$ cat src/rtl/ihc_pkg.sv
// ----------------------------------------------------------------------------
// IPv4 header receive check: shared types and constants
// Verdict codes, header field positions and the per-packet state record
// that passes between the top level and the byte step logic.
// ----------------------------------------------------------------------------
package ihc_pkg;

  // Verdict codes reported on the result channel.
  localparam logic [2:0] VERDICT_ACCEPT   = 3'd0;
  localparam logic [2:0] VERDICT_VERSION  = 3'd1;
  localparam logic [2:0] VERDICT_HEADLEN  = 3'd2;
  localparam logic [2:0] VERDICT_TTL      = 3'd3;
  localparam logic [2:0] VERDICT_DEST     = 3'd4;
  localparam logic [2:0] VERDICT_CHECKSUM = 3'd5;

  // Header layout and limits.
  localparam logic [3:0]  IP_VERSION_4    = 4'd4;
  localparam logic [3:0]  IHL_MIN_WORDS   = 4'd5;
  localparam logic [5:0]  TTL_BYTE_IDX    = 6'd8;
  localparam logic [4:0]  CSUM_WORD_IDX   = 5'd5;
  localparam logic [5:0]  DEST_FIRST_IDX  = 6'd16;
  localparam logic [5:0]  DEST_LAST_IDX   = 6'd19;
  localparam logic [5:0]  BYTE_IDX_MAX    = 6'd63;
  localparam logic [31:0] BROADCAST_ADDR  = 32'hffff_ffff;

  // Register index, taken from bit 2 of the byte address.
  localparam logic REG_LOCAL_ADDRESS = 1'b0;

  // Per-packet working state.
  typedef struct packed {
    logic [5:0]  byte_index;
    logic [3:0]  ihl_words;
    logic [15:0] running_sum;
    logic [7:0]  high_byte;
    logic [15:0] stored_checksum;
    logic [31:0] dest_shift;
    logic        verdict_sent;
  } hdr_state_t;

  // Ones'-complement 16-bit add with end-around carry.
  function automatic logic [15:0] oc_add(input logic [15:0] a, input logic [15:0] b);
    logic [16:0] s;
    s = {1'b0, a} + {1'b0, b};
    return s[15:0] + {15'd0, s[16]};
  endfunction

endpackage

$ cat src/rtl/ihc_hdr_step.sv
// ----------------------------------------------------------------------------
// IPv4 header receive check: byte step logic
// Combinational update of the packet state for one received byte, with the
// verdict that the byte decides, if any.
// ----------------------------------------------------------------------------
module ihc_hdr_step (
  input  ihc_pkg::hdr_state_t st,
  input  logic [7:0]          data_byte,
  input  logic                last_byte,
  input  logic [31:0]         local_address,
  output ihc_pkg::hdr_state_t st_nxt,
  output logic                res_valid,
  output logic [2:0]          res_verdict,
  output logic [3:0]          res_header_words
);

  logic        found;
  logic [2:0]  verdict;
  logic [3:0]  ihl;
  logic [15:0] word;
  logic [15:0] chk;

  always_comb begin
    st_nxt  = st;
    found   = 1'b0;
    verdict = ihc_pkg::VERDICT_ACCEPT;
    ihl     = (st.byte_index == 6'd0) ? data_byte[3:0] : st.ihl_words;
    word    = {st.high_byte, data_byte};
    chk     = 16'd0;

    if (!st.verdict_sent) begin
      st_nxt.ihl_words = ihl;

      // Version and length are both judged on the first byte.
      if (st.byte_index == 6'd0) begin
        if (data_byte[7:4] != ihc_pkg::IP_VERSION_4) begin
          found   = 1'b1;
          verdict = ihc_pkg::VERDICT_VERSION;
        end else if (ihl < ihc_pkg::IHL_MIN_WORDS) begin
          found   = 1'b1;
          verdict = ihc_pkg::VERDICT_HEADLEN;
        end
      end

      if (!found && st.byte_index == ihc_pkg::TTL_BYTE_IDX && data_byte == 8'd0) begin
        found   = 1'b1;
        verdict = ihc_pkg::VERDICT_TTL;
      end

      if (!found) begin
        if (!st.byte_index[0]) begin
          st_nxt.high_byte = data_byte;
        end else if (st.byte_index[5:1] == ihc_pkg::CSUM_WORD_IDX) begin
          st_nxt.stored_checksum = word;
        end else begin
          st_nxt.running_sum = ihc_pkg::oc_add(st.running_sum, word);
        end

        if (st.byte_index >= ihc_pkg::DEST_FIRST_IDX &&
            st.byte_index <= ihc_pkg::DEST_LAST_IDX) begin
          st_nxt.dest_shift = {st.dest_shift[23:0], data_byte};
        end

        if (st.byte_index == ihc_pkg::DEST_LAST_IDX &&
            st_nxt.dest_shift != local_address &&
            st_nxt.dest_shift != ihc_pkg::BROADCAST_ADDR) begin
          found   = 1'b1;
          verdict = ihc_pkg::VERDICT_DEST;
        end
      end

      // Last header byte sits at index 4*ihl-1.
      if (!found && ihl >= ihc_pkg::IHL_MIN_WORDS &&
          st.byte_index == {ihl - 4'd1, 2'b11}) begin
        chk     = ~st_nxt.running_sum;
        found   = 1'b1;
        verdict = (chk == st_nxt.stored_checksum) ? ihc_pkg::VERDICT_ACCEPT
                                                  : ihc_pkg::VERDICT_CHECKSUM;
      end

      // A packet that ends inside its header is a length error.
      if (!found && last_byte) begin
        found   = 1'b1;
        verdict = ihc_pkg::VERDICT_HEADLEN;
      end

      if (st.byte_index < ihc_pkg::BYTE_IDX_MAX) begin
        st_nxt.byte_index = st.byte_index + 6'd1;
      end

      if (found) begin
        st_nxt.verdict_sent = 1'b1;
      end
    end

    if (last_byte) begin
      st_nxt = '0;
    end
  end

  assign res_valid        = found;
  assign res_verdict      = verdict;
  assign res_header_words = ihl;

endmodule

$ cat src/rtl/ipv4_header_receive_check_unit.sv
// ----------------------------------------------------------------------------
// IPv4 header receive check unit
// Structure: the input register holds a byte while the combinational step
// logic judges it, and the result register captures any verdict it decides.
// Throughput: one byte per cycle while the result register is free to load.
// Reset (rst_n low, synchronous): packet state, valid flags and the local
// address register return to zero.
// ----------------------------------------------------------------------------
//
// Bytes of a received packet enter through a one-entry input register. In
// the following cycle the step logic checks the byte against the packet
// state (version, header length, TTL, destination and the ones'-complement
// header checksum) and the result register captures a verdict when the byte
// is decisive. Both registers advance together whenever the result register
// is empty or its transaction completes, so a new byte is taken in every
// cycle while the result side keeps up. Bytes after a verdict are absorbed
// without producing a result until the packet's last byte, which clears the
// packet state for the next packet.
//
// The configuration port holds one register, local_address, at byte address
// zero. Bit 2 of the address selects the register; addresses with bit 2 set
// read as zero and ignore writes.
module ipv4_header_receive_check_unit (
  input  logic        clk,
  input  logic        rst_n,

  input  logic        in_valid,
  output logic        in_ready,
  input  logic [7:0]  in_data_byte,
  input  logic        in_last_byte,

  output logic        out_valid,
  input  logic        out_ready,
  output logic [2:0]  out_verdict,
  output logic [3:0]  out_header_words,

  input  logic        cfg_psel,
  input  logic        cfg_penable,
  input  logic        cfg_pwrite,
  input  logic [2:0]  cfg_paddr,
  input  logic [31:0] cfg_pwdata,
  output logic [31:0] cfg_prdata,
  output logic        cfg_pready
);

  // Configuration register.
  logic [31:0] local_address_r;

  // Input register.
  logic        in_valid_r;
  logic [7:0]  in_data_byte_r;
  logic        in_last_byte_r;

  // Packet state and its next value from the step logic.
  ihc_pkg::hdr_state_t state_r;
  ihc_pkg::hdr_state_t state_nxt;

  // Result register.
  logic        out_valid_r;
  logic [2:0]  out_verdict_r;
  logic [3:0]  out_header_words_r;

  logic        step_valid;
  logic [2:0]  step_verdict;
  logic [3:0]  step_header_words;
  logic        advance;
  logic        cfg_write;

  // The pipeline moves whenever the result register can take a new value.
  assign advance  = !out_valid_r || out_ready;
  assign in_ready = !in_valid_r || advance;

  ihc_hdr_step u_step (
    .st               (state_r),
    .data_byte        (in_data_byte_r),
    .last_byte        (in_last_byte_r),
    .local_address    (local_address_r),
    .st_nxt           (state_nxt),
    .res_valid        (step_valid),
    .res_verdict      (step_verdict),
    .res_header_words (step_header_words)
  );

  // Input register: holds the byte until the step stage consumes it.
  always_ff @(posedge clk) begin
    if (!rst_n) begin
      in_valid_r <= 1'b0;
    end else if (in_ready) begin
      in_valid_r <= in_valid;
    end
  end

  always_ff @(posedge clk) begin
    if (in_valid && in_ready) begin
      in_data_byte_r <= in_data_byte;
      in_last_byte_r <= in_last_byte;
    end
  end

  // Packet state is updated only when a byte passes through the step stage.
  always_ff @(posedge clk) begin
    if (!rst_n) begin
      state_r <= '0;
    end else if (in_valid_r && advance) begin
      state_r <= state_nxt;
    end
  end

  // Result register: loaded with a verdict when the stepped byte decides one.
  always_ff @(posedge clk) begin
    if (!rst_n) begin
      out_valid_r <= 1'b0;
    end else if (advance) begin
      out_valid_r <= in_valid_r && step_valid;
    end
  end

  always_ff @(posedge clk) begin
    if (advance && in_valid_r && step_valid) begin
      out_verdict_r      <= step_verdict;
      out_header_words_r <= step_header_words;
    end
  end

  assign out_valid        = out_valid_r;
  assign out_verdict      = out_verdict_r;
  assign out_header_words = out_header_words_r;

  // Configuration port: zero-wait-state transactions.
  assign cfg_pready = 1'b1;
  assign cfg_write  = cfg_psel && cfg_penable && cfg_pwrite;

  always_ff @(posedge clk) begin
    if (!rst_n) begin
      local_address_r <= 32'd0;
    end else if (cfg_write && cfg_paddr[2] == ihc_pkg::REG_LOCAL_ADDRESS) begin
      local_address_r <= cfg_pwdata;
    end
  end

  assign cfg_prdata = (cfg_paddr[2] == ihc_pkg::REG_LOCAL_ADDRESS) ? local_address_r : 32'd0;

endmodule
$ cat config.mk
export PLATFORM = sky130hd
export DESIGN_NAME = ipv4_header_receive_check_unit
export DESIGN_NICKNAME = d
export VERILOG_FILES = /design/src/rtl/ihc_pkg.sv /design/src/rtl/ihc_hdr_step.sv /design/src/rtl/ipv4_header_receive_check_unit.sv
export SDC_FILE = /design/constraint.sdc
export NUM_CORES = 1
export LEC_CHECK = 0
export ABC_CLOCK_PERIOD_IN_PS = 4600
export BUFFER_PORTS_ARGS = -buffer_cell sky130_fd_sc_hd__clkbuf_2
export CORE_MARGIN = 3
export CORE_UTILIZATION = 50
export DETAILED_ROUTE_END_ITERATION = 6
export PLACE_DENSITY = 0.69
export SLEW_MARGIN = 5
export SYNTH_ARGS = -nofsm -noshare
export SYNTH_HDL_FRONTEND = slang
export SYNTH_HIERARCHICAL = 1
export SYNTH_SLANG_ARGS = --single-unit
$ cat constraint.sdc
create_clock -name clk -period 4.6 [get_ports clk]
set_clock_uncertainty 0.1 [all_clocks]
set_input_delay 0.46 -clock clk [delete_from_list [all_inputs] [get_ports clk]]
set_output_delay 0.46 -clock clk [all_outputs]
set_load 0.01 [all_outputs]
# --- Yosys cells after proc, flatten, opt, wreduce, memory -nomap -nowiden ---
# Cells that the tools add are included.
totals:
  regBits: 133
  input_bits: 51
  output_inout_bits: 42
  elab_cells: 106
op_classes:
  add_sub_neg: 4
  order_cmp: 5
  n_eq_ne: 11
  muxes: 39
  bitwise_logic: 2
  reduce_logical: 30
op_table:
  columns: ["cell", "count"]
  rows:
  - ["83-bit two-way mux", 2]
  - ["72-bit two-way mux", 2]
  - ["32-bit two-way mux", 4]
  - ["16-bit two-way mux", 4]
  - ["32-bit inequality test", 1]
  - ["32-bit inequality test (second input constant)", 1]
  - ["3-bit two-way mux", 7]
  - ["16-bit by 16-bit adder with 17-bit output", 1]
  - ["16-bit by 1-bit adder with 16-bit output", 1]
  - ["16-bit == test", 1]
  - ["16-bit NOT", 1]
  - ["1-bit logical AND", 15]
  - ["1-bit two-way mux", 15]
  - ["8-bit logical NOT", 1]
  - ["8-bit two-way mux", 1]
  - ["6-bit by 1-bit adder with 6-bit output (second input constant)", 1]
  - ["6-bit by 4-bit == test with 1-bit output (second input constant)", 1]
  - ["6-bit by 5-bit == test with 1-bit output (second input constant)", 1]
  - ["6-bit == test", 1]
  - ["6-bit by 5-bit greater-or-equal comparator with 1-bit output (second input constant)", 1]
  - ["6-bit by 5-bit <= comparator with 1-bit output (second input constant)", 1]
  - ["6-bit logical NOT", 1]
  - ["6-bit less-than comparator (second input constant)", 1]
  - ["6-bit two-way mux", 1]
  - ["16 further kinds", 25]

# --- Longest topological paths before layout ---
# Gate-level depths: netlist of run 1.
depth:
  depth_word: 32
  depth_mapped: 20
  depth_no_buf: 19

# --- Cells and area by module ---
# The synthesis of run 1 kept the hierarchy.
by_module_without_submodules:
  columns: ["module", "instances", "cells_per_inst", "area_each_um2", "seq_area_each_um2"]
  rows:
  - ["ipv4_header_receive_check_unit", 1, 567, 5260.0, 2822.7]
  - ["ihc_hdr_step", 1, 743, 4828.4, 0.0]

# --- Least setup slack after synthesis of run 1 ---
# Ideal clock, no wire load.
synth_timing:
  path_kind: "flip-flop to flip-flop"
  from: "register in_data_byte_r[0]"
  to: "register out_verdict_r[0], in the netlist out_verdict[0] (data pin)"
  setup_ns: 0.274
  arrival_time_ns: 3.845
  required_ns: 4.226
  slack_ns: 0.381
  path_stages_with_launch: 18
  n_path_buf: 0
  synth_period_minus_slack_ns: 4.219
  path_cell_list: "edfxtp_1 -> ha_1 -> fa_1 -> a211oi_2 -> o21ai_1 -> and4_1 -> o41ai_2 -> o21bai_1 -> a21o_1 -> ha_1 -> ha_1 -> o211ai_1 -> nor4_1 -> nor4b_2 -> nand3b_1 -> xor3_1 -> nor4_1 -> o211ai_1"
synth_between:
  elab_chain_cells: 21
  word_cells_on_any_way: 48
  classes_between: "add/sub: 3; order compare: 2; eq/ne: 4; mux: 26; bitwise: 1; reduce/logical: 12"
synth_rtl:
  columns: ["item", "line", "text"]
  rows:
  - ["start, declared", "ipv4_header_receive_check_unit.sv:51", "logic [7:0] in_data_byte_r;"]
  - ["start signal, assigned", "ipv4_header_receive_check_unit.sv:95", "in_data_byte_r <= in_data_byte;"]
  - ["branches (longest 21 deep; another with 16-bit by 16-bit adder with 17-bit output)", null, null]
  - ["end signal, assigned", "ipv4_header_receive_check_unit.sv:120", "out_verdict_r <= step_verdict;"]
  - ["end, declared", "ipv4_header_receive_check_unit.sv:60", "logic [2:0] out_verdict_r;"]
# Parallel ways; which one is timed is not known. The select of a mux whose other input is x is not followed.
# A chain may end at the register's enable or synchronous reset.

# --- Worst setup path in the final report of run 1 ---
layout_timing:
  from: "register in_data_byte_r[0]"
  to: "register out_verdict_r[2], in the netlist out_verdict[2] (data pin)"
# Same word-level chain as after synthesis.

==> out/metrics.csv, run 1 <==
stage,metric,value,unit
sta,fmax,227,MHz
sta,hold_viol_final,0,
synth,synth_edf_count,16,
cells_and_area,mostFrequentLayoutCells,"nand2_1, mux2i_1, dfxtp_1",
routing,routedWlPerCell,17.4,µm
power,powerDensity,257,nW/µm²
clock_network,tritoncts,yes,
global_route,grtUsageTotal,0.257,
routing,drtIter0Drc,958,
cells_and_area,layout-drive-gt1-share,0.157,
floorplanning,std_cell_rows,51,
power,ir_drop,0.000279,V
cells_and_area,nNetsFinal,1447,
routing,drt_first_pass_iters,5,
global_route,first_global_vias,8786,
synth,synth_flop_cell,dfxtp_1,
sta,setup_viol,0,
critical_path,endpoint_kind,register,
clock_network,clockBufferDepth,2,
critical_path,start_kind,register,
placed_design,io_buffers,89,
clock_network,h-tree-depth,4,
placed_design,place_congestion,0.901,
cells_and_area,final_util,0.585,
routing,totalWireLength,28800,µm
floorplanning,io_pins,93,
clock_network,clk_pin_slew,60,ps
sta,period_share,0.956,
synth,synth_top_area_cell,dfxtp_1,
critical_path,crit_chain,"ha_1, fa_2, a211oi_2, o21ai_2, and4_4, o41ai_4, o21bai_1, a21o_1, ha_1, and3_1, o21ai_0, or4b_4, a2111oi_4, buf_4, mux2i_1, nand4_1, nor4_2, o211ai_1",
cells_and_area,layout_commonest_cell,nand2_1,
cells_and_area,antennaDiodeCount,0,
clock_network,clock_latency,430,ps
floorplanning,die_y,148,µm
routing,drc,0,
critical_path,required,4650,ps
clock_network,cts_buffers,17,
routing,routed_via_density,5.87,
sta,tightestPinTransition,964,ps
placed_design,numPlacedInstances,1618,
critical_path,path_class,register to register,
routing,ant_nets,0,
synth,async_flop_share,0,
synth,syn-num-nets,1384,
cells_and_area,syn_to_final_growth,14.1,%
floorplanning,core_area,19700,µm²
synth,ys_seq_elements,133,
sta,tns,0,ps
routing,dr_total_vias,9691,
cells_and_area,stdcell_count,1651,
power,power_leakage,4.32,nW
clock_network,root_buffer,clkbuf_16,
sta,rsz0062_at_grt,no,
sta,holdWs,108,ps
synth,yosys_warnings,6,
clock_network,cts_sinks,133,
worst_hold_path,hp-class,input port to register,
global_route,grt_max_degree,135,
outcome,status,finished clean,
placed_design,dpl_worst_slack,-47.7,ps
synth,synth_seq_area_share,0.280,
floorplanning,start_util,0.513,
global_route,antenna_found_initial,0,
sta,slew_violations,0,
critical_path,cp.arrival,4450,ps
synth,synth_cell_types,91,
global_route,grt_pass1_wl,45900,µm
synth,postSynthAreaPerCell,7.70,µm²
power,total_power,2.95,mW
placed_design,place_area,10800,µm²
critical_path,cp_common_cell,ha_1,
sta,min_period,4400,ps
floorplanning,dieWidth,148,µm
critical_path,crit_family,simple AND/OR/NAND/NOR gates,
sta,slew-limit-headroom,0.357,
placed_design,dp_hpwl,19700,µm
critical_path,cp_slowest_cell,or4b_4,
job,max-cap-violations,0,
cells_and_area,final_cell_area,11500,µm²
cells_and_area,fillCellCount,1846,
global_route,grt_overflow,0,
synth,yosys.area.top_type_share,0.232,
synth,synthCells,1310,
cells_and_area,multiInputGateArea,6820,µm²
critical_path,cp_slowest_stage_delay,590,ps
synth,synth_area_leaders,"dfxtp_1, mux2i_1, nand2_1",
cells_and_area,seq_area,2820,µm²
critical_path,cp_max_fo,3,
sta,setup_ws,204,ps
synth,syn-cell-area,10100,µm²
critical_path,crit_buf_inv,1,
floorplanning,dieArea,21900,µm²
## Yosys cell counts, drive strengths merged, types with 23 or more instances
cell	number
a211oi	23
xor2	35
buf	45
xnor2	48
nor2b	46
clkbuf	49
mux2i	122
o21ai	62
nand2	313
nand3	52
dfxtp	117
inv	24
a21oi	69
nor2	72
## layout make-up
class                      instances  share of cell area
multi-input combinational       1059               0.593
sequential                       133               0.245
timing repair buffer             138              0.0723
clock buffer                      19              0.0394
tap                              265              0.0288
clock inverter                    13              0.0134
inverter                          24             0.00783
## flip-flops by register name, indices dropped and copies added, names as in the netlist
signal,cells
state_r,83
local_address_r,32
in_data_byte_r,8
out_header_words,4
out_verdict,3
in_last_byte_r,1
in_valid_r,1
out_valid,1
## cell families (layout without fill, tap and decap cells)
family                   Yosys count  after routing  synth area share
AND/OR/NAND/NOR                  595            595             0.282
adder cells (fa/ha/maj)           23             23            0.0293
AO/OA/AOI/OAI                    232            232             0.153
other                              1              1          0.000372
flip-flops                       133            133             0.280
buffers and inverters            118            194            0.0568
XOR/XNOR                          85             85            0.0766
multiplexers                     123            123             0.122
## power breakdown
group / leakage [nW] / total (mW) / internal (mW) / switching, mW
Clock: 0.295 / 1.42 / 0.878 / 0.542
Combinational: 2.93 / 0.318 / 0.118 / 0.200
Sequential: 1.10 / 1.21 / 1.19 / 0.0193
Total: 4.32 / 2.95 / 2.19 / 0.762
## per-layer routing
metal | part of all wire | track usage | vias up
met4 | 0.016 | 0.0628 | 0
li1 | - | - | 4688
met2 | 0.44 | 0.397 | 419
met1 | 0.46 | 0.368 | 4541
met3 | 0.084 | 0.0530 | 43
met5 | 0 | 0 | -
## worst paths after layout
kind	slack [ps]	cells past startpoint	to	start
max	200	18	out_verdict[2]$_DFFE_PP_	in_data_byte_r[0]$_DFFE_PP_
max reg2reg	200	18	out_verdict[2]$_DFFE_PP_	in_data_byte_r[0]$_DFFE_PP_
min reg2reg	370	2	state_r[47]$_SDFFE_PN0P_	state_r[47]$_SDFFE_PN0P_
min	110	1	in_data_byte_r[6]$_DFFE_PP_	in_data_byte[6]
## timing repair
action                     CTS  global route
hold buffers                 0             0
cloned                       0             0
setup endpoints to repair    2             3
pin swaps                    0             4
gates resized for setup      2            15
setup buffers                0             1
(Power assumes the default switching activity.)
==> inputs of run 2 (changes only) <==
- CORE_MARGIN: 3 -> default
- PLACE_DENSITY: 0.69 -> 0.7
- SYNTH_HIERARCHICAL: 1 -> default
==> run 2 against run 1 <==
The run now ends with negative setup slack left. Synthesized area fell by 18%. Via count fell by 23%. Sequential power barely moved. Flip-flop and latch count did not move. Cell count fell by 20%. Worst setup slack got worse by 400 ps. Combinational power fell by 17%. Critical path type unchanged. Design area fell by 11%.
==> out/metrics.csv, run 2 <==
stage,metric,value,unit,change
floorplanning,io_pins,93,,unchanged
critical_path,cp.arrival,4870,ps,was 4450 ps
global_route,grtUsageTotal,0.277,,was 0.257
power,power_leakage,3.78,nW,was 4.32 nW
global_route,grt_max_degree,66,,was 135
power,clkPwrFrac,0.486,,was 0.481
placed_design,io_buffers,89,,unchanged
sta,tightestPinTransition,1180,ps,was 964 ps
worst_hold_path,min_from,in_data_byte[2],,was in_data_byte[6]
critical_path,crit_family,compound AO/OA/AOI/OAI gates,,was simple AND/OR/NAND/NOR gates
clock_network,clockBufferDepth,2,,unchanged
sta,setup_viol,2,,was 0
outcome,violations,negative setup slack,,
global_route,first_global_vias,7021,,was 8786
synth,async_flop_share,0,,unchanged
power,powerDensity,281,nW/µm²,was 257 nW/µm²
routing,drtIter0Drc,590,,was 958
routing,drc,0,,unchanged
sta,period_share,1.04,,was 0.956
cells_and_area,layout_commonest_cell,dfxtp_1,,was nand2_1
power,total_power,2.87,mW,was 2.95 mW
synth,yosys-top-cells-count,"dfxtp_1, nand2_1, nor2b_1",,"was nand2_1, mux2i_1, dfxtp_1"
synth,synth_flop_cell,dfxtp_1,,unchanged
placed_design,place_area,9360,µm²,was 10800 µm²
placed_design,dp_hpwl,16100,µm,was 19700 µm
floorplanning,dieWidth,130,µm,was 148 µm
critical_path,required,4670,ps,was 4650 ps
floorplanning,start_util,0.514,,was 0.513
synth,synthCells,948,,was 1310
critical_path,endpoint_kind,register,,unchanged
sta,fmax,209,MHz,was 227 MHz
critical_path,crit_chain,"ha_2, nand4_1, a211oi_4, o311a_1, o21ai_2, a21boi_1, o21ai_1, nand2b_1, a21o_1, ha_4, ha_4, nand2_2, a211o_1, a211oi_2, buf_4, buf_4, nand2_1, xnor2_2, xor2_1, o21ai_1, o2111ai_2, nor4_4, o2111ai_2, a22o_1",,"was ha_1, fa_2, a211oi_2, o21ai_2, and4_4, o41ai_4, o21bai_1, a21o_1, ha_1, and3_1, o21ai_0, or4b_4, a2111oi_4, buf_4, mux2i_1, nand4_1, nor4_2, o211ai_1"
power,ir_drop,0.000271,V,was 0.000279 V
critical_path,path_class,register to register,,unchanged
clock_network,root_buffer,clkbuf_16,,unchanged
routing,totalWireLength,22300,µm,was 28800 µm
clock_network,cts_sinks,133,,unchanged
clock_network,h-tree-depth,4,,unchanged
sta,min_period,4800,ps,was 4400 ps
routing,routedWlPerCell,16.9,µm,was 17.4 µm
critical_path,start_kind,register,,unchanged
placed_design,place_congestion,0.886,,was 0.901
synth,synth_edf_count,16,,unchanged
critical_path,reg2reg_slack,-200,ps,was 200 ps
sta,hold_viol_final,0,,unchanged
synth,syn-num-nets,1022,,was 1384
global_route,grtUsageMet3,0.0517,,was 0.0530
cells_and_area,mostFrequentLayoutCells,"dfxtp_1, nand2_1, nor2b_1",,"was nand2_1, mux2i_1, dfxtp_1"
cells_and_area,reg_top3,"state_r x83, local_address_r x32, in_data_byte_r x8",,unchanged
worst_hold_path,holdPathStages,1,,unchanged
clock_network,tritoncts,yes,,unchanged
global_route,grt_use_met1,0.374,,was 0.368
power,intPower,2.16,mW,was 2.19 mW
global_route,antenna_found_initial,0,,unchanged
critical_path,reg2regPathDepth,24,,was 18
power,netSwitchingFraction,0.246,,was 0.258
clock_network,clock_latency,430,ps,about the same
cells_and_area,syn_to_final_growth,24.0,%,was 14.1%
power,switchingPower,0.706,mW,was 0.762 mW
cells_and_area,fillCellCount,1416,,was 1846
critical_path,cp_max_fo,5,,was 3
synth,yosys_warnings,0,,was 6
routing,routed_via_density,5.67,,was 5.87
synth,synth_top_area_cell,dfxtp_1,,unchanged
floorplanning,core_area,16000,µm²,was 19700 µm²
sta,rsz0062_at_grt,yes,,was no
synth,yosysMostFrequentCell,dfxtp_1,,was nand2_1
synth,ys_seq_elements,133,,unchanged
worst_hold_path,min_to,in_data_byte_r[2]$_DFFE_PP_,,was in_data_byte_r[6]$_DFFE_PP_
routing,dr_total_vias,7465,,was 9691
cells_and_area,top_register,state_r,,unchanged
global_route,gr-usage-met2,0.440,,was 0.397
clock_network,cts_buffers,17,,unchanged
worst_hold_path,hp-class,input port to register,,unchanged
clock_network,clk_pin_slew,60,ps,about the same
critical_path,crit_buf_inv,2,,was 1
floorplanning,dieArea,17000,µm²,was 21900 µm²
critical_path,cp_slowest_cell,edfxtp_1,,was or4b_4
floorplanning,std_cell_rows,46,,was 51
cells_and_area,antennaDiodeCount,0,,unchanged
synth,syn-cell-area,8230,µm²,was 10100 µm²
job,max-cap-violations,0,,unchanged
routing,drt_first_pass_iters,7,,was 5
sta,setup_ws,-196,ps,was 204 ps
cells_and_area,largest_register_ffs,83,,unchanged
cells_and_area,layout-drive-gt1-share,0.238,,was 0.157
floorplanning,die_y,130,µm,was 148 µm
synth,postSynthAreaPerCell,8.68,µm²,was 7.70 µm²
critical_path,crit_start,in_data_byte_r[7]$_DFFE_PP_,,was in_data_byte_r[0]$_DFFE_PP_
cells_and_area,nNetsFinal,1161,,was 1447
cells_and_area,final_cell_area,10200,µm²,was 11500 µm²
synth,synth_cell_types,74,,was 91
outcome,status,finished with violations,,was finished clean
synth,yosys.area.top_type_share,0.285,,was 0.232
critical_path,cp_slowest_stage_delay,400,ps,was 590 ps
clock_network,hold_buffers,0,,unchanged
global_route,global_route.peak_usage_layer,met2,,unchanged
synth,synth_area_leaders,"dfxtp_1, nor2b_1, xnor2_1",,"was dfxtp_1, mux2i_1, nand2_1"
global_route,grt_pass1_wl,36100,µm,was 45900 µm
power,combPwrFrac,0.092,,was 0.108
routing,ant_nets,0,,unchanged
global_route,grt_overflow,0,,unchanged
synth,synth_seq_area_share,0.343,,was 0.280
critical_path,worstReg2RegStart,in_data_byte_r[7]$_DFFE_PP_,,was in_data_byte_r[0]$_DFFE_PP_
critical_path,timing.rr.end,out_verdict[0]$_SDFFCE_PP0P_,,was out_verdict[2]$_DFFE_PP_
sta,slew-limit-headroom,0.210,,was 0.357
sta,slew_violations,0,,unchanged
power,pwr-share-seq,0.423,,was 0.411
==> run 2: how the worst max path moves through the flow <==
stage / end / cells past startpoint
floorplan: out_verdict[0]$_SDFFCE_PP0P_ / 23
global placement: out_verdict[0]$_SDFFCE_PP0P_ / 23
detailed placement: out_verdict[0]$_SDFFCE_PP0P_ / 23
CTS: out_verdict[0]$_SDFFCE_PP0P_ / 23
global route: out_verdict[0]$_SDFFCE_PP0P_ / 25
finish: out_verdict[0]$_SDFFCE_PP0P_ / 24
==> run 2: layout make-up <==
class,instances,area (µm²),area share
multi-input combinational,746,5330,0.522
timing repair buffer,180,1140,0.112
clock buffer,18,429,0.0421
sequential,133,2820,0.277
inverter,9,33.8,0.00331
clock inverter,14,178,0.0174
tap,216,270,0.0265
==> run 2: stage by stage <==
step / setup TNS [ps] / std cells / utilization / worst slack [ps] / hold WS (ps)
global placement: -796 / 1278 / 0.585 / -425 / 364
CTS: -427 / 1314 / 0.632 / -232 / 91.4
detailed placement: -942 / 1278 / 0.585 / -502 / 369
floorplan: 0 / 948 / - / 78.3 / 352
finish: -346 / 1316 / 0.638 / -196 / 102
global route: -1040 / 1316 / 0.638 / -545 / 96.7
==> run 2: routing by layer <==
layer,wire length [µm],share of wire
met1,10500,0.47
met2,10100,0.45
met3,1270,0.057
met4,397,0.018
met5,0,0
==> run 2: worst reg2reg max path: stages (launching register included) <==
cell	delay [ps]
edfxtp_1	400
ha_2	390
nand4_1	160
a211oi_4	230
o311a_1	220
o21ai_2	80
a21boi_1	140
o21ai_1	70
nand2b_1	70
a21o_1	190
ha_4	170
ha_4	140
nand2_2	50
a211o_1	240
a211oi_2	280
buf_4	150
buf_4	90
nand2_1	80
xnor2_2	180
xor2_1	160
o21ai_1	160
o2111ai_2	160
nor4_4	200
o2111ai_2	210
a22o_1	220
==> run 2: logic make-up after synthesis <==
family                     after synthesis  share of synthesized area
other                                    1                   0.000456
xor gates and xnor gates                90                     0.0958
AOI/OAI and AO/OA                      213                      0.192
and+or+nand+nor                        374                      0.245
adders and majority gates               23                     0.0359
DFF                                    133                      0.343
buffers and inverters                   69                     0.0336
muxes                                   45                     0.0549
==> run 2: timing repair <==
item,CTS,global route
gates resized for setup,25,14
setup buffers,4,4
pin swaps,27,16
endpoints found under the setup margin,2,4
==> run 2: power groups by stage <==
stage,registers [mW],clock network [mW],logic [mW]
after floorplan,1.23,0,0.158
after global placement,1.24,0,0.251
after detailed placement,1.24,0,0.253
after CTS,1.21,1.41,0.258
after global routing,1.21,1.46,0.286
final,1.21,1.39,0.263
